### src/rtl/stc_pkg.sv
`timescale 1ns / 1ps
// stc_pkg: constants, types and the month table shared by the seconds to
// calendar date pipeline. No dependencies.
package stc_pkg;

  localparam int NSTAGE = 11;
  localparam int LAST   = NSTAGE - 1;

  // Stage indexes
  localparam int ST_TOTAL = 0;
  localparam int ST_Q675  = 1;
  localparam int ST_SPLIT = 2;
  localparam int ST_Q400  = 3;
  localparam int ST_R400  = 4;
  localparam int ST_CENT  = 5;
  localparam int ST_Q4    = 6;
  localparam int ST_R4    = 7;
  localparam int ST_YEAR  = 8;
  localparam int ST_MONTH = 9;
  localparam int ST_DAY   = 10;
  localparam int ST_QSEC  = 3;
  localparam int ST_RSEC  = 4;
  localparam int ST_QMIN  = 5;
  localparam int ST_RMIN  = 6;

  localparam logic [39:0] UNIX_OFFSET = 40'd62167219200;
  localparam logic [39:0] LIMIT_SECS  = 40'd315569520000;

  // 86400 = 128 * 675
  localparam int DAY_LO_W = 7;
  localparam int D675     = 675;
  localparam int D675_SH  = 32;
  localparam logic [22:0] D675_MUL = 23'((64'd1 << D675_SH) / D675);

  localparam int DAYS_400Y       = 146097;
  localparam int D400_SH         = 40;
  localparam logic [22:0] D400_MUL = 23'((64'd1 << D400_SH) / DAYS_400Y);

  localparam int DAYS_100Y_FIRST = 36525;
  localparam int DAYS_100Y       = 36524;
  localparam int DAYS_4Y         = 1461;
  localparam int DAYS_4Y_SHORT   = 1460;
  localparam int D1461_SH        = 28;
  localparam logic [17:0] D1461_MUL = 18'((64'd1 << D1461_SH) / DAYS_4Y);

  localparam int DAYS_LEAP_YEAR  = 366;
  localparam int DAYS_YEAR       = 365;

  localparam int D60     = 60;
  localparam int D60_SH  = 24;
  localparam logic [18:0] D60_MUL = 19'((64'd1 << D60_SH) / D60);

  typedef logic [NSTAGE-1:0] stage_en_t;

  typedef struct packed {
    logic [13:0] year;
    logic [3:0]  month;
    logic [4:0]  day;
  } date_t;

  typedef struct packed {
    logic [4:0] hour;
    logic [5:0] minute;
    logic [5:0] second;
  } tod_t;

  // Day of year on which month idx (0 = January) starts
  function automatic logic [8:0] month_start(input logic [3:0] idx, input logic leap);
    logic [8:0] base;
    unique case (idx)
      4'd0:    base = 9'd0;
      4'd1:    base = 9'd31;
      4'd2:    base = 9'd59;
      4'd3:    base = 9'd90;
      4'd4:    base = 9'd120;
      4'd5:    base = 9'd151;
      4'd6:    base = 9'd181;
      4'd7:    base = 9'd212;
      4'd8:    base = 9'd243;
      4'd9:    base = 9'd273;
      4'd10:   base = 9'd304;
      4'd11:   base = 9'd334;
      default: base = 9'd0;
    endcase
    return base + ((leap && idx >= 4'd2) ? 9'd1 : 9'd0);
  endfunction

endpackage

### src/rtl/stc_tod.sv
`timescale 1ns / 1ps
// stc_tod: splits seconds of day into hour, minute and second over four
// stages, then carries the result to the last stage. Uses stc_pkg.
module stc_tod (
  input  logic               clk,
  input  stc_pkg::stage_en_t en,
  input  logic [16:0]        sod,
  output stc_pkg::tod_t      tod
);

  localparam int HOLD = stc_pkg::LAST - stc_pkg::ST_RMIN;

  logic [35:0] p3;
  logic [10:0] q3_r;
  logic [16:0] sod3_r;

  logic [16:0] m4;
  logic [6:0]  r4;
  logic        ge4;
  logic [10:0] mins4_r;
  logic [5:0]  sec4_r;

  logic [29:0] p5;
  logic [4:0]  q5_r;
  logic [10:0] mins5_r;
  logic [5:0]  sec5_r;

  logic [10:0] m6;
  logic [6:0]  r6;
  logic        ge6;
  stc_pkg::tod_t tod6_r;
  stc_pkg::tod_t hold_r [HOLD];

  assign p3  = 36'(sod) * 36'(stc_pkg::D60_MUL);
  assign m4  = 17'(q3_r) * 17'(stc_pkg::D60);
  assign r4  = sod3_r[6:0] - m4[6:0];
  assign ge4 = r4 >= 7'(stc_pkg::D60);
  assign p5  = 30'(mins4_r) * 30'(stc_pkg::D60_MUL);
  assign m6  = 11'(q5_r) * 11'(stc_pkg::D60);
  assign r6  = mins5_r[6:0] - m6[6:0];
  assign ge6 = r6 >= 7'(stc_pkg::D60);

  always_ff @(posedge clk) begin
    if (en[stc_pkg::ST_QSEC]) begin
      q3_r   <= p3[stc_pkg::D60_SH +: 11];
      sod3_r <= sod;
    end
    if (en[stc_pkg::ST_RSEC]) begin
      mins4_r <= ge4 ? q3_r + 11'd1 : q3_r;
      sec4_r  <= 6'(ge4 ? r4 - 7'(stc_pkg::D60) : r4);
    end
    if (en[stc_pkg::ST_QMIN]) begin
      q5_r    <= p5[stc_pkg::D60_SH +: 5];
      mins5_r <= mins4_r;
      sec5_r  <= sec4_r;
    end
    if (en[stc_pkg::ST_RMIN]) begin
      tod6_r.hour   <= ge6 ? q5_r + 5'd1 : q5_r;
      tod6_r.minute <= 6'(ge6 ? r6 - 7'(stc_pkg::D60) : r6);
      tod6_r.second <= sec5_r;
    end
    if (en[stc_pkg::ST_RMIN + 1]) begin
      hold_r[0] <= tod6_r;
    end
    for (int i = 1; i < HOLD; i++) begin
      if (en[stc_pkg::ST_RMIN + 1 + i]) begin
        hold_r[i] <= hold_r[i-1];
      end
    end
  end

  assign tod = hold_r[HOLD-1];

endmodule

### src/rtl/stc_date.sv
`timescale 1ns / 1ps
// stc_date: breaks a day count from year 0 into year, month and day over
// eight stages (400-, 100-, 4- and 1-year cycles, then months). Uses stc_pkg.
module stc_date (
  input  logic               clk,
  input  stc_pkg::stage_en_t en,
  input  logic [21:0]        days,
  output stc_pkg::date_t     date
);

  // 400-year cycles
  logic [44:0] p3;
  logic [4:0]  n0_3_r;
  logic [21:0] days3_r;

  logic [21:0] m4;
  logic [18:0] r4;
  logic        ge4;
  logic [4:0]  n400_4_r;
  logic [17:0] d1_4_r;

  // centuries
  logic        c1, c2, c3;
  logic [17:0] coff;
  logic [1:0]  cnum;
  logic [15:0] d2_5_r;
  logic [13:0] base5_r;
  logic        leapc5_r;

  // 4-year cycles
  logic [15:0] e6;
  logic [33:0] p6;
  logic [15:0] e6_r;
  logic [4:0]  q6_r;
  logic        short6_r;
  logic [10:0] d2_6_r;
  logic [13:0] base6_r;
  logic        leapc6_r;

  logic [15:0] m7;
  logic [11:0] r7;
  logic        ge7;
  logic [4:0]  n4;
  logic [10:0] d3;
  logic [10:0] d3_7_r;
  logic        leap4_7_r;
  logic [13:0] year4_7_r;

  // single years
  logic [10:0] t1, t2, t3;
  logic [1:0]  y1;
  logic [10:0] yoff;
  logic [8:0]  d4_8_r;
  logic [13:0] year8_r;
  logic        leap8_r;

  // months
  logic [3:0]  mcnt;
  logic [3:0]  month9_r;
  logic [8:0]  d4_9_r;
  logic [13:0] year9_r;
  logic        leap9_r;

  stc_pkg::date_t date_r;

  assign p3  = 45'(days) * 45'(stc_pkg::D400_MUL);
  assign m4  = 22'(n0_3_r) * 22'(stc_pkg::DAYS_400Y);
  assign r4  = days3_r[18:0] - m4[18:0];
  assign ge4 = r4 >= 19'(stc_pkg::DAYS_400Y);

  always_comb begin
    c1 = d1_4_r >= 18'(stc_pkg::DAYS_100Y_FIRST);
    c2 = d1_4_r >= 18'(stc_pkg::DAYS_100Y_FIRST + stc_pkg::DAYS_100Y);
    c3 = d1_4_r >= 18'(stc_pkg::DAYS_100Y_FIRST + 2 * stc_pkg::DAYS_100Y);
    if (c3) begin
      cnum = 2'd3;
      coff = 18'(stc_pkg::DAYS_100Y_FIRST + 2 * stc_pkg::DAYS_100Y);
    end else if (c2) begin
      cnum = 2'd2;
      coff = 18'(stc_pkg::DAYS_100Y_FIRST + stc_pkg::DAYS_100Y);
    end else if (c1) begin
      cnum = 2'd1;
      coff = 18'(stc_pkg::DAYS_100Y_FIRST);
    end else begin
      cnum = 2'd0;
      coff = 18'd0;
    end
  end

  // A non-leap century opens with a 4-year block one day short
  assign e6 = leapc5_r ? d2_5_r : d2_5_r + 16'd1;
  assign p6 = 34'(e6) * 34'(stc_pkg::D1461_MUL);

  assign m7  = 16'(q6_r) * 16'(stc_pkg::DAYS_4Y);
  assign r7  = e6_r[11:0] - m7[11:0];
  assign ge7 = r7 >= 12'(stc_pkg::DAYS_4Y);

  always_comb begin
    if (short6_r) begin
      n4 = 5'd0;
      d3 = d2_6_r;
    end else begin
      n4 = ge7 ? q6_r + 5'd1 : q6_r;
      d3 = 11'(ge7 ? r7 - 12'(stc_pkg::DAYS_4Y) : r7);
    end
  end

  always_comb begin
    t1 = leap4_7_r ? 11'(stc_pkg::DAYS_LEAP_YEAR) : 11'(stc_pkg::DAYS_YEAR);
    t2 = t1 + 11'(stc_pkg::DAYS_YEAR);
    t3 = t2 + 11'(stc_pkg::DAYS_YEAR);
    if (d3_7_r >= t3) begin
      y1   = 2'd3;
      yoff = t3;
    end else if (d3_7_r >= t2) begin
      y1   = 2'd2;
      yoff = t2;
    end else if (d3_7_r >= t1) begin
      y1   = 2'd1;
      yoff = t1;
    end else begin
      y1   = 2'd0;
      yoff = 11'd0;
    end
  end

  always_comb begin
    mcnt = 4'd0;
    for (int k = 1; k < 12; k++) begin
      if (d4_8_r >= stc_pkg::month_start(4'(k), leap8_r)) begin
        mcnt = mcnt + 4'd1;
      end
    end
  end

  always_ff @(posedge clk) begin
    if (en[stc_pkg::ST_Q400]) begin
      n0_3_r  <= p3[stc_pkg::D400_SH +: 5];
      days3_r <= days;
    end
    if (en[stc_pkg::ST_R400]) begin
      n400_4_r <= ge4 ? n0_3_r + 5'd1 : n0_3_r;
      d1_4_r   <= 18'(ge4 ? r4 - 19'(stc_pkg::DAYS_400Y) : r4);
    end
    if (en[stc_pkg::ST_CENT]) begin
      d2_5_r   <= 16'(d1_4_r - coff);
      base5_r  <= 14'(14'(n400_4_r) * 14'd400) + 14'(14'(cnum) * 14'd100);
      leapc5_r <= !c1;
    end
    if (en[stc_pkg::ST_Q4]) begin
      e6_r     <= e6;
      q6_r     <= p6[stc_pkg::D1461_SH +: 5];
      short6_r <= !leapc5_r && (d2_5_r < 16'(stc_pkg::DAYS_4Y_SHORT));
      d2_6_r   <= d2_5_r[10:0];
      base6_r  <= base5_r;
      leapc6_r <= leapc5_r;
    end
    if (en[stc_pkg::ST_R4]) begin
      d3_7_r    <= d3;
      leap4_7_r <= leapc6_r || (n4 != 5'd0);
      year4_7_r <= base6_r + 14'({n4, 2'b00});
    end
    if (en[stc_pkg::ST_YEAR]) begin
      d4_8_r  <= 9'(d3_7_r - yoff);
      year8_r <= year4_7_r + 14'(y1);
      leap8_r <= leap4_7_r && (y1 == 2'd0);
    end
    if (en[stc_pkg::ST_MONTH]) begin
      month9_r <= mcnt + 4'd1;
      d4_9_r   <= d4_8_r;
      year9_r  <= year8_r;
      leap9_r  <= leap8_r;
    end
    if (en[stc_pkg::ST_DAY]) begin
      date_r.year  <= year9_r;
      date_r.month <= month9_r;
      date_r.day   <= 5'(d4_9_r - stc_pkg::month_start(month9_r - 4'd1, leap9_r) + 9'd1);
    end
  end

  assign date = date_r;

endmodule

### src/rtl/seconds_to_calendar_date_core.sv
`timescale 1ns / 1ps
// seconds_to_calendar_date_core: converts elapsed seconds to a Gregorian date
// and time of day. Uses stc_pkg, stc_date and stc_tod.
//
// Input channel in_valid/in_ready carries in_elapsed_seconds; the result
// channel out_valid/out_ready carries the date, time and out_of_range flag.
// cfg_we writes cfg_wdata into the epoch mode (0: year 0, 1: 1970-01-01);
// write it only while the pipeline is empty.
// The datapath is an 11-stage pipeline: add and range check, divide by
// 86400 in two stages, then the day count and seconds of day are split in
// parallel (400/100/4/1-year cycles and months; hours/minutes/seconds).
// Throughput: one transaction per cycle while out_ready is high or a stage
// is free.
// Every stage has a valid bit and loads when it is empty or the stage after
// it moves, so bubbles are squeezed out and a stalled receiver only holds
// back as many stages as are full. in_ready drops only when all 11 stages
// hold data and out_ready is low.
// Reset clears all valid bits and the epoch mode.
module seconds_to_calendar_date_core (
  input  logic        clk,
  input  logic        rst_n,
  input  logic        cfg_we,
  input  logic        cfg_wdata,
  input  logic        in_valid,
  output logic        in_ready,
  input  logic [38:0] in_elapsed_seconds,
  output logic        out_valid,
  input  logic        out_ready,
  output logic [13:0] out_cal_year,
  output logic [3:0]  out_cal_month,
  output logic [4:0]  out_cal_day,
  output logic [4:0]  out_cal_hour,
  output logic [5:0]  out_cal_minute,
  output logic [5:0]  out_cal_second,
  output logic        out_out_of_range
);

  logic mode_r;

  stc_pkg::stage_en_t en;
  stc_pkg::stage_en_t v_r;
  stc_pkg::stage_en_t v_nxt;
  stc_pkg::stage_en_t oor_r;
  stc_pkg::stage_en_t oor_nxt;

  logic [39:0] total_nxt;
  logic        oor0;
  logic [39:0] total_r;

  logic [54:0] prod1;
  logic [10:0] x1_r;
  logic [6:0]  lo1_r;
  logic [21:0] q1_r;

  logic [31:0] qm2;
  logic [10:0] r2;
  logic        ge2;
  logic [9:0]  rem2;
  logic [21:0] days_r;
  logic [16:0] sod_r;

  stc_pkg::date_t date;
  stc_pkg::tod_t  tod;

  always_comb begin
    en[stc_pkg::LAST] = !v_r[stc_pkg::LAST] || out_ready;
    for (int k = stc_pkg::LAST - 1; k >= 0; k--) begin
      en[k] = !v_r[k] || en[k+1];
    end
  end

  assign in_ready = en[stc_pkg::ST_TOTAL];

  assign total_nxt = 40'(in_elapsed_seconds) + (mode_r ? stc_pkg::UNIX_OFFSET : 40'd0);
  assign oor0      = total_nxt >= stc_pkg::LIMIT_SECS;

  always_comb begin
    v_nxt[stc_pkg::ST_TOTAL]   = en[stc_pkg::ST_TOTAL] ? in_valid : v_r[stc_pkg::ST_TOTAL];
    oor_nxt[stc_pkg::ST_TOTAL] = en[stc_pkg::ST_TOTAL] ? oor0 : oor_r[stc_pkg::ST_TOTAL];
    for (int k = 1; k < stc_pkg::NSTAGE; k++) begin
      v_nxt[k]   = en[k] ? v_r[k-1] : v_r[k];
      oor_nxt[k] = en[k] ? oor_r[k-1] : oor_r[k];
    end
  end

  always_ff @(posedge clk) begin
    if (!rst_n) begin
      v_r    <= '0;
      mode_r <= 1'b0;
    end else begin
      v_r <= v_nxt;
      if (cfg_we) begin
        mode_r <= cfg_wdata;
      end
    end
  end

  // seconds / 86400 as (seconds >> 7) / 675
  assign prod1 = 55'(total_r[38:stc_pkg::DAY_LO_W]) * 55'(stc_pkg::D675_MUL);
  assign qm2   = 32'(q1_r) * 32'(stc_pkg::D675);
  assign r2    = x1_r - qm2[10:0];
  assign ge2   = r2 >= 11'(stc_pkg::D675);
  assign rem2  = 10'(ge2 ? r2 - 11'(stc_pkg::D675) : r2);

  always_ff @(posedge clk) begin
    oor_r <= oor_nxt;
    if (en[stc_pkg::ST_TOTAL]) begin
      total_r <= total_nxt;
    end
    if (en[stc_pkg::ST_Q675]) begin
      x1_r  <= total_r[stc_pkg::DAY_LO_W +: 11];
      lo1_r <= total_r[stc_pkg::DAY_LO_W-1:0];
      q1_r  <= prod1[stc_pkg::D675_SH +: 22];
    end
    if (en[stc_pkg::ST_SPLIT]) begin
      days_r <= ge2 ? q1_r + 22'd1 : q1_r;
      sod_r  <= {rem2, lo1_r};
    end
  end

  stc_date u_date (
    .clk  (clk),
    .en   (en),
    .days (days_r),
    .date (date)
  );

  stc_tod u_tod (
    .clk (clk),
    .en  (en),
    .sod (sod_r),
    .tod (tod)
  );

  assign out_valid        = v_r[stc_pkg::LAST];
  assign out_out_of_range = oor_r[stc_pkg::LAST];
  assign out_cal_year     = out_out_of_range ? 14'd0 : date.year;
  assign out_cal_month    = out_out_of_range ? 4'd0  : date.month;
  assign out_cal_day      = out_out_of_range ? 5'd0  : date.day;
  assign out_cal_hour     = out_out_of_range ? 5'd0  : tod.hour;
  assign out_cal_minute   = out_out_of_range ? 6'd0  : tod.minute;
  assign out_cal_second   = out_out_of_range ? 6'd0  : tod.second;

  a_fields_in_range: assert property (@(posedge clk) disable iff (!rst_n)
    out_valid && !out_out_of_range |->
      out_cal_month >= 4'd1 && out_cal_month <= 4'd12 &&
      out_cal_day >= 5'd1 && out_cal_hour <= 5'd23 &&
      out_cal_minute <= 6'd59 && out_cal_second <= 6'd59)
    else $error("calendar field out of range");

  a_feb_days: assert property (@(posedge clk) disable iff (!rst_n)
    out_valid && !out_out_of_range && out_cal_month == 4'd2 |-> out_cal_day <= 5'd29)
    else $error("february day past 29");

  a_short_months: assert property (@(posedge clk) disable iff (!rst_n)
    out_valid && !out_out_of_range &&
    (out_cal_month == 4'd4 || out_cal_month == 4'd6 ||
     out_cal_month == 4'd9 || out_cal_month == 4'd11) |-> out_cal_day <= 5'd30)
    else $error("30-day month past 30");

  a_full_when_blocked: assert property (@(posedge clk) disable iff (!rst_n)
    !in_ready |-> &v_r)
    else $error("input blocked with an empty stage");

  a_accept_enters: assert property (@(posedge clk) disable iff (!rst_n)
    in_valid && in_ready |=> v_r[stc_pkg::ST_TOTAL])
    else $error("accepted transaction lost at first stage");

endmodule

### config.mk
export PLATFORM = sky130hd
export DESIGN_NAME = seconds_to_calendar_date_core
export DESIGN_NICKNAME = d
export VERILOG_FILES = /design/src/rtl/stc_pkg.sv /design/src/rtl/stc_tod.sv /design/src/rtl/stc_date.sv /design/src/rtl/seconds_to_calendar_date_core.sv
export SDC_FILE = /design/constraint.sdc
export NUM_CORES = 2
export LEC_CHECK = 0
export BUFFER_PORTS_ARGS = -buffer_cell sky130_fd_sc_hd__buf_2
export CAP_MARGIN = 20
export CORE_UTILIZATION = 55
export CTS_BUF_LIST = sky130_fd_sc_hd__clkbuf_4 sky130_fd_sc_hd__clkbuf_8 sky130_fd_sc_hd__clkbuf_16
export CTS_CLUSTER_SIZE = 8
export DETAILED_ROUTE_END_ITERATION = 10
export GPL_TIMING_DRIVEN = 1
export PLACE_DENSITY = 0.71
export RECOVER_POWER = 25
export SETUP_SLACK_MARGIN = 0.05
export SYNTH_ARGS = -nofsm -noshare
export SYNTH_HDL_FRONTEND = slang
export SYNTH_SLANG_ARGS = --single-unit
### constraint.sdc
create_clock -name clk -period 16.5 [get_ports clk]
set_input_delay 2.475 -clock clk [delete_from_list [all_inputs] [get_ports clk]]
set_output_delay 2.475 -clock clk [all_outputs]
set_load 0.05 [all_outputs]
* Word-level counts from Yosys, hierarchy flattened
Memory sizes are Yosys's and may differ from the RTL's.
Cells that the tools add are included.
** Word-level totals
- Flip-flop bits (word level) :: 430
- Bits in latches :: 0
- Memory bits (writable) :: 68
- Bits in read-only memories :: 144
- Input port bits :: 45
- Output and inout port bits :: 43
- Logic and storage cells :: 238
- Memories :: 2
** Cells by class
- $add $sub $neg :: 49
- Multipliers :: 12
- Div/mod/pow operators :: 0
- Order comparisons :: 25
- Equal/unequal tests :: 0
- Shifts and indexed selects :: 0
- Mux-type cells :: 55
- Bitwise gates (word level) :: 0
- Reduce and logical (&&, ||, !) cells :: 30
** Memories
- (no name shown) :: depth 16, width 9, read ports 1, clocked after Yosys merged registers in 0, wr ports 0, RTL line stc_pkg.sv:70 : unique case (idx)
- u_tod.hold_r :: depth 4, width 17, read ports 4, clocked after Yosys merged registers in 0, wr ports 4, RTL line stc_tod.sv:32 : stc_pkg::tod_t hold_r [HOLD];
** Operator list (count)
- $ge 9x9->1 :: 10
- $mux 16 :: 4
- $mul 32x22->53 const B :: 1
- $mul 22x23->45 const B :: 1
- $mux 4 :: 11
- $add 39x36->40 :: 1
- $add 4x1->4 const B :: 10
- $ge 40x39->1 const B :: 1
- $add 8x9->9 const A :: 4
- $ge 18x17->1 const B :: 2
- $mux 36 :: 1
- $mux 5 :: 7
- $mul 17x17->33 const B :: 1
- $mux 11 :: 3
- $mul 16x17->32 const B :: 1
- $add 9x9->9 const A :: 3
- $mul 11x17->27 const B :: 1
- $mux 9 :: 3
- $mux 6 :: 4
- $add 22x1->22 const B :: 1
- $ge 11x11->1 :: 2
- $mul 22x10->11 const B :: 1
- $mux 22 :: 1
- $add 5x1->5 const B :: 4
- 48 further kinds :: 93

* Depth between registers and ports, before layout
- Depth after elaboration :: 23
- Depth in mapped cells :: 34
- Mapped depth without buffers :: 34

* Cells and area by module
A second synthesis with hierarchy kept.
** Unflattened totals
- Cell total of the unflattened synthesis :: 4659
- Area, all modules :: 52769.4 um2
** By module, submodules not included
- stc_date :: times used 1, cells each 2551, area each 27412.5 um2, sequential area each 6396.1 um2
- seconds_to_calendar_date_core :: times used 1, cells each 1495, area each 17142.7 um2, sequential area each 4113.9 um2
- stc_tod :: times used 1, cells each 613, area each 8214.1 um2, sequential area each 4144.0 um2

* Worst setup path before layout
Ideal clock, no wire load.
- Path kind :: input -> output
- Start point :: in out_ready
- End point :: out in_ready
- Arrival time :: 5.728 ns
- Required time :: 14.025 ns
- Setup slack :: 8.297 ns
- Stages on the path :: 8
- Buffers on the path :: 0
- Cell sequence :: nor2b_1 and3_1 and3_1 and2_1 nand2_1 nor2_1 and3_1 nand2_1
** Between the ends
- Longest elaborated chain between the ends :: 11
** RTL lines
- start: declaration :: RTL line seconds_to_calendar_date_core.sv:28 : input logic out_ready,
- $logic_or 1x1->1 :: RTL line seconds_to_calendar_date_core.sv:66 : en[stc_pkg::LAST] = !v_r[stc_pkg::LAST] || out_ready;
- $logic_or 1x1->1 (6 in a row) :: RTL line seconds_to_calendar_date_core.sv:68 : en[k] = !v_r[k] || en[k+1];
- net en[4] :: RTL line seconds_to_calendar_date_core.sv:40 : stc_pkg::stage_en_t en;
- $logic_or 1x1->1 (4 in a row) :: RTL line seconds_to_calendar_date_core.sv:68
- end: declaration :: RTL line seconds_to_calendar_date_core.sv:25 : output logic in_ready,
The timed path passes the listed nets, and every way through them passes these cells.

* Worst setup path in the final report
- Start point :: reg u_date.leap8_r
- End point :: reg u_date.month9_r[2] (data pin)
** Between the ends
- Longest elaborated chain between the ends :: 23
- Elaborated cells between the ends (all ways) :: 41
- Classes of those cells :: add/sub: 20; order compare: 10; mux: 11
** RTL lines
- start: declaration :: RTL line stc_date.sv:55 : logic leap8_r;
- start signal: assignment :: RTL line stc_date.sv:166 : leap8_r <= leap4_7_r && (y1 == 2'd0);
- $mux 1 (*) :: RTL line stc_pkg.sv:85 : return base + ((leap && idx >= 4'd2) ? 9'd1 : 9'd0);
- $add 6x9->9 :: RTL line stc_pkg.sv:85
- $ge 9x9->1 :: RTL line stc_date.sv:130 : if (d4_8_r >= stc_pkg::month_start(4'(k), leap8_r)) begin
- $mux 4 :: RTL line stc_date.sv:130
- $add 4x1->4 :: RTL line stc_date.sv:131 : mcnt = mcnt + 4'd1;
- $mux 4 :: RTL line stc_date.sv:130
- $add 4x1->4 :: RTL line stc_date.sv:131
- $mux 4 :: RTL line stc_date.sv:130
- [... 7 more ...]
- $mux 4 :: RTL line stc_date.sv:130
- $add 4x1->4 :: RTL line stc_date.sv:131
- $mux 4 :: RTL line stc_date.sv:130
- $add 4x1->4 :: RTL line stc_date.sv:131
- $mux 4 :: RTL line stc_date.sv:130
- $add 4x1->4 :: RTL line stc_date.sv:131
- $mux 4 (*) :: RTL line stc_date.sv:130
- $add 4x1->4 (*) :: RTL line stc_date.sv:169 : month9_r <= mcnt + 4'd1;
- end signal: assignment :: RTL line stc_date.sv:169
- end: declaration :: RTL line stc_date.sv:59 : logic [3:0] month9_r;
Every way passes the cells marked *; elsewhere a longest branch is shown, timed or not.
A chain may end at the register's enable or synchronous reset.

==> summary.txt <==
Worst setup path
  – Number of buffers and inverters on the critical path: 2
  – Crit path launch: u_date.leap8_r$_DFFE_PP_
  – Critical path arrival: 8.72 ns
  – Type of destination of the critical path: register
  – Critical path launch point type: register
  – Critical Path Fanout Max: 8
  – Critical R2R Launch: u_date.leap8_r$_DFFE_PP_
  – CP top delay family: adder cells
  – CP required: 16.86 ns
  – Slowest stage delay, CP: 0.45 ns
  – Critical Path Most Common Cell: ha_1
  – Setup CP Type: reg -> reg
  – Slowest-stage cell, CP: edfxtp_1

Synth
  – Syn Nets: 6272
  – Number of flops mapped to enable cells by yosys: 480
  – Register area share after synthesis: 0.280
  – YS warnings: 0
  – Synth Register Bits: 492
  – Fraction of registers with async set/reset: 0
  – Synth cell types: 99
  – Synthesized area per cell: 11.2 um2
  – Most instantiated cells after synthesis: inv_1 (1090), ha_1 (1014), fa_1 (550)
  – Area of the mapped netlist: 0.0524 mm2
  – Biggest area consumer among synthesized cells: edfxtp_1
  – Largest cells by area after synthesis: edfxtp_1 (28%), ha_1 (24%), fa_1 (21%)
  – Top-count cell post-synth: inv_1
  – Gate Count Post-Synth: 4663
  – Post-synth top area share: 0.275
  – Top_reg_cell synth: edfxtp_1

Floorplan
  – I/O pins: 88
  – Die height: 311 um
  – Core footprint: 0.0937 mm2
  – Horiz. Die Dim: 311 um
  – Starting density of the core: 0.558
  – Die ar.: 0.0964 mm2
  – Row cnt: 112

Clock network
  – H-tree Lvls: 3
  – Post-CTS sizing: 0
  – Bufs on Longest Clock Path: 3
  – Setup Buffers After CTS: 0
  – CTS tree: done
  – # clock sinks: 492
  – # hold bufs at CTS: 0
  – Clock latency on the worst-skew pair: 0.62 ns
  – Clock buffer count from CTS: 73
  – Clk root buf: clkbuf_16
  – Clock transition at path regs: 0.05 ns

Timing
  – Worst slew pin tran: 1.02 ns
  – Worst Hold Slack: 0.403 ns
  – Setup-failing EPs final: 0
  – Final Cycle Share: 0.507
  – Relative slew slack: 0.320
  – Setup TNS Final: 0 ns
  – Final slew viol count: 0
  – Maximum clock frequency: 0.120 GHz
  – Setup Skew: 0.0306 ns
  – Final Hold Fails: 0
  – RSZ-0062 raised after global routing: false
  – Tmin final: 8.36 ns

Final layout
  – Syn-to-layout area delta: 8.08%
  – Fin nets: 6417
  – ANT cells: 0
  – Layout cell share with drive strength beyond 1: 0.0576

Outcome
  – Outcome: complete, no violations

Place
  – Gpl congestion: 0.906
  – Detail Placement HPWL: 80.2 mm
  – Port Buffers: 87

Detailed routing
  – Avg WL per Cell: 15.7 um
  – DR iter-0 viols: 1345
  – Total wire length: 95.7 mm
  – Antenna-violating nets left: 0
  – DRT Pass-1 Iters: 5
  – Total vias in the final route: 31944
  – DR DRC count: 0
  – Vias per std cell: 5.24

Global routing
  – Total GRT Usage: 0.207
  – Initial antenna violation count: 2
  – Total grt overflow: 0
  – Number of global-route vias before repair: 33457
  – Largest net degree at the start of global routing: 61
  – First-pass GRT wire length: 163 mm

Flow run
  – Max-cap viol count: 0

Worst hold path
  – Hold Path Origin: u_date.base5_r[8]$_DFFE_PP_
  – Hold Path Class: reg -> reg
metal layers:
layer,global-route usage,vias to the layer above,share of wire
li1,-,15815,-
met1,0.271,15511,0.45
met2,0.363,468,0.50
met3,0.0254,150,0.031
met4,0.0503,0,0.021
met5,0,-,0
worst reg2reg max path, delay by kind of cell, from the launching register on:
kind / cells / cell delay, ns
AO/OA/AOI/OAI: 8 / 1.57
flip-flops: 1 / 0.45
multiplexers: 4 / 1.10
AND/OR/NAND/NOR: 7 / 1.29
adder cells (fa/ha/maj): 11 / 3.20
buffers and inverters: 2 / 0.23
XOR/XNOR: 2 / 0.26
cells by family (layout without fill, tap and decap cells):
| group | Yosys count | in the layout | share of synthesized area |
|---|---|---|---|
| compound gates | 530 | 530 | 0.0683 |
| xor+xnor | 313 | 313 | 0.0529 |
| fa+ha+maj | 1564 | 1564 | 0.453 |
| buf+inv | 1119 | 1299 | 0.0805 |
| flops | 492 | 492 | 0.280 |
| mux | 20 | 20 | 0.00433 |
| simple gates | 625 | 625 | 0.0614 |
placed cells by master, fill, tap and decap left out, types with 31 or more instances in the layout:
master / instances
and3_1: 31
edfxtp_1: 480
buf_2: 87
a21o_1: 61
ha_1: 1014
xor2_1: 84
xnor2_1: 226
fa_1: 550
nand2_1: 123
a21oi_1: 140
nor3_1: 49
o21ai_0: 86
nand3_1: 70
clkbuf_16: 73
nor2_1: 138
o21a_1: 34
inv_1: 1087
nor2b_1: 70
flip-flops by register name (all words and copies together) (netlist names), 14 cells and up:
signal          flops
days_r             22
total_r            39
u_tod.hold_r       68
u_date.year8_r     14
u_date.date        23
u_date.d2_5_r      16
u_date.year9_r     14
u_date.d1_4_r      18
q1_r               22
u_tod.tod6_r       17
u_date.days3_r     19
sod_r              17
cell type report:
cell class	count	area (um2)
flip-flops and latches	492	14700
repair buffers	99	549
fillers	7568	37200
clock buffers	99	2030
inverters	1090	4090
clock inverters	11	191
well taps	1254	1570
multi-input cells	3052	33500
final timing paths:
| path | cells after the start | endpoint | slack [ns] |
|---|---|---|---|
| worst max-delay path | 34 | u_date.month9_r[2]$_DFFE_PP_ | 8.14 |
| worst min register to register | 0 | u_date.base6_r[8]$_DFFE_PP_ | 0.40 |
| worst min-delay path | 0 | u_date.base6_r[8]$_DFFE_PP_ | 0.40 |
| worst max register to register | 34 | u_date.month9_r[2]$_DFFE_PP_ | 8.14 |
stage by stage:
step | utilization | cell area, um2 | cells | worst slack, ns
2_1_floorplan | - | 52400 | 4663 | 8.30
3_3_place_gp | 0.579 | 54300 | 5985 | 8.35
3_5_place_dp | 0.579 | 54300 | 5985 | 8.19
4_1_cts | 0.603 | 56500 | 6095 | 8.15
5_1_grt | 0.604 | 56600 | 6097 | 7.71
6_report | 0.604 | 56600 | 6097 | 8.14
Power is not shown: default switching activity piles up to over one toggle a cycle in this logic, so the estimate is an artifact.
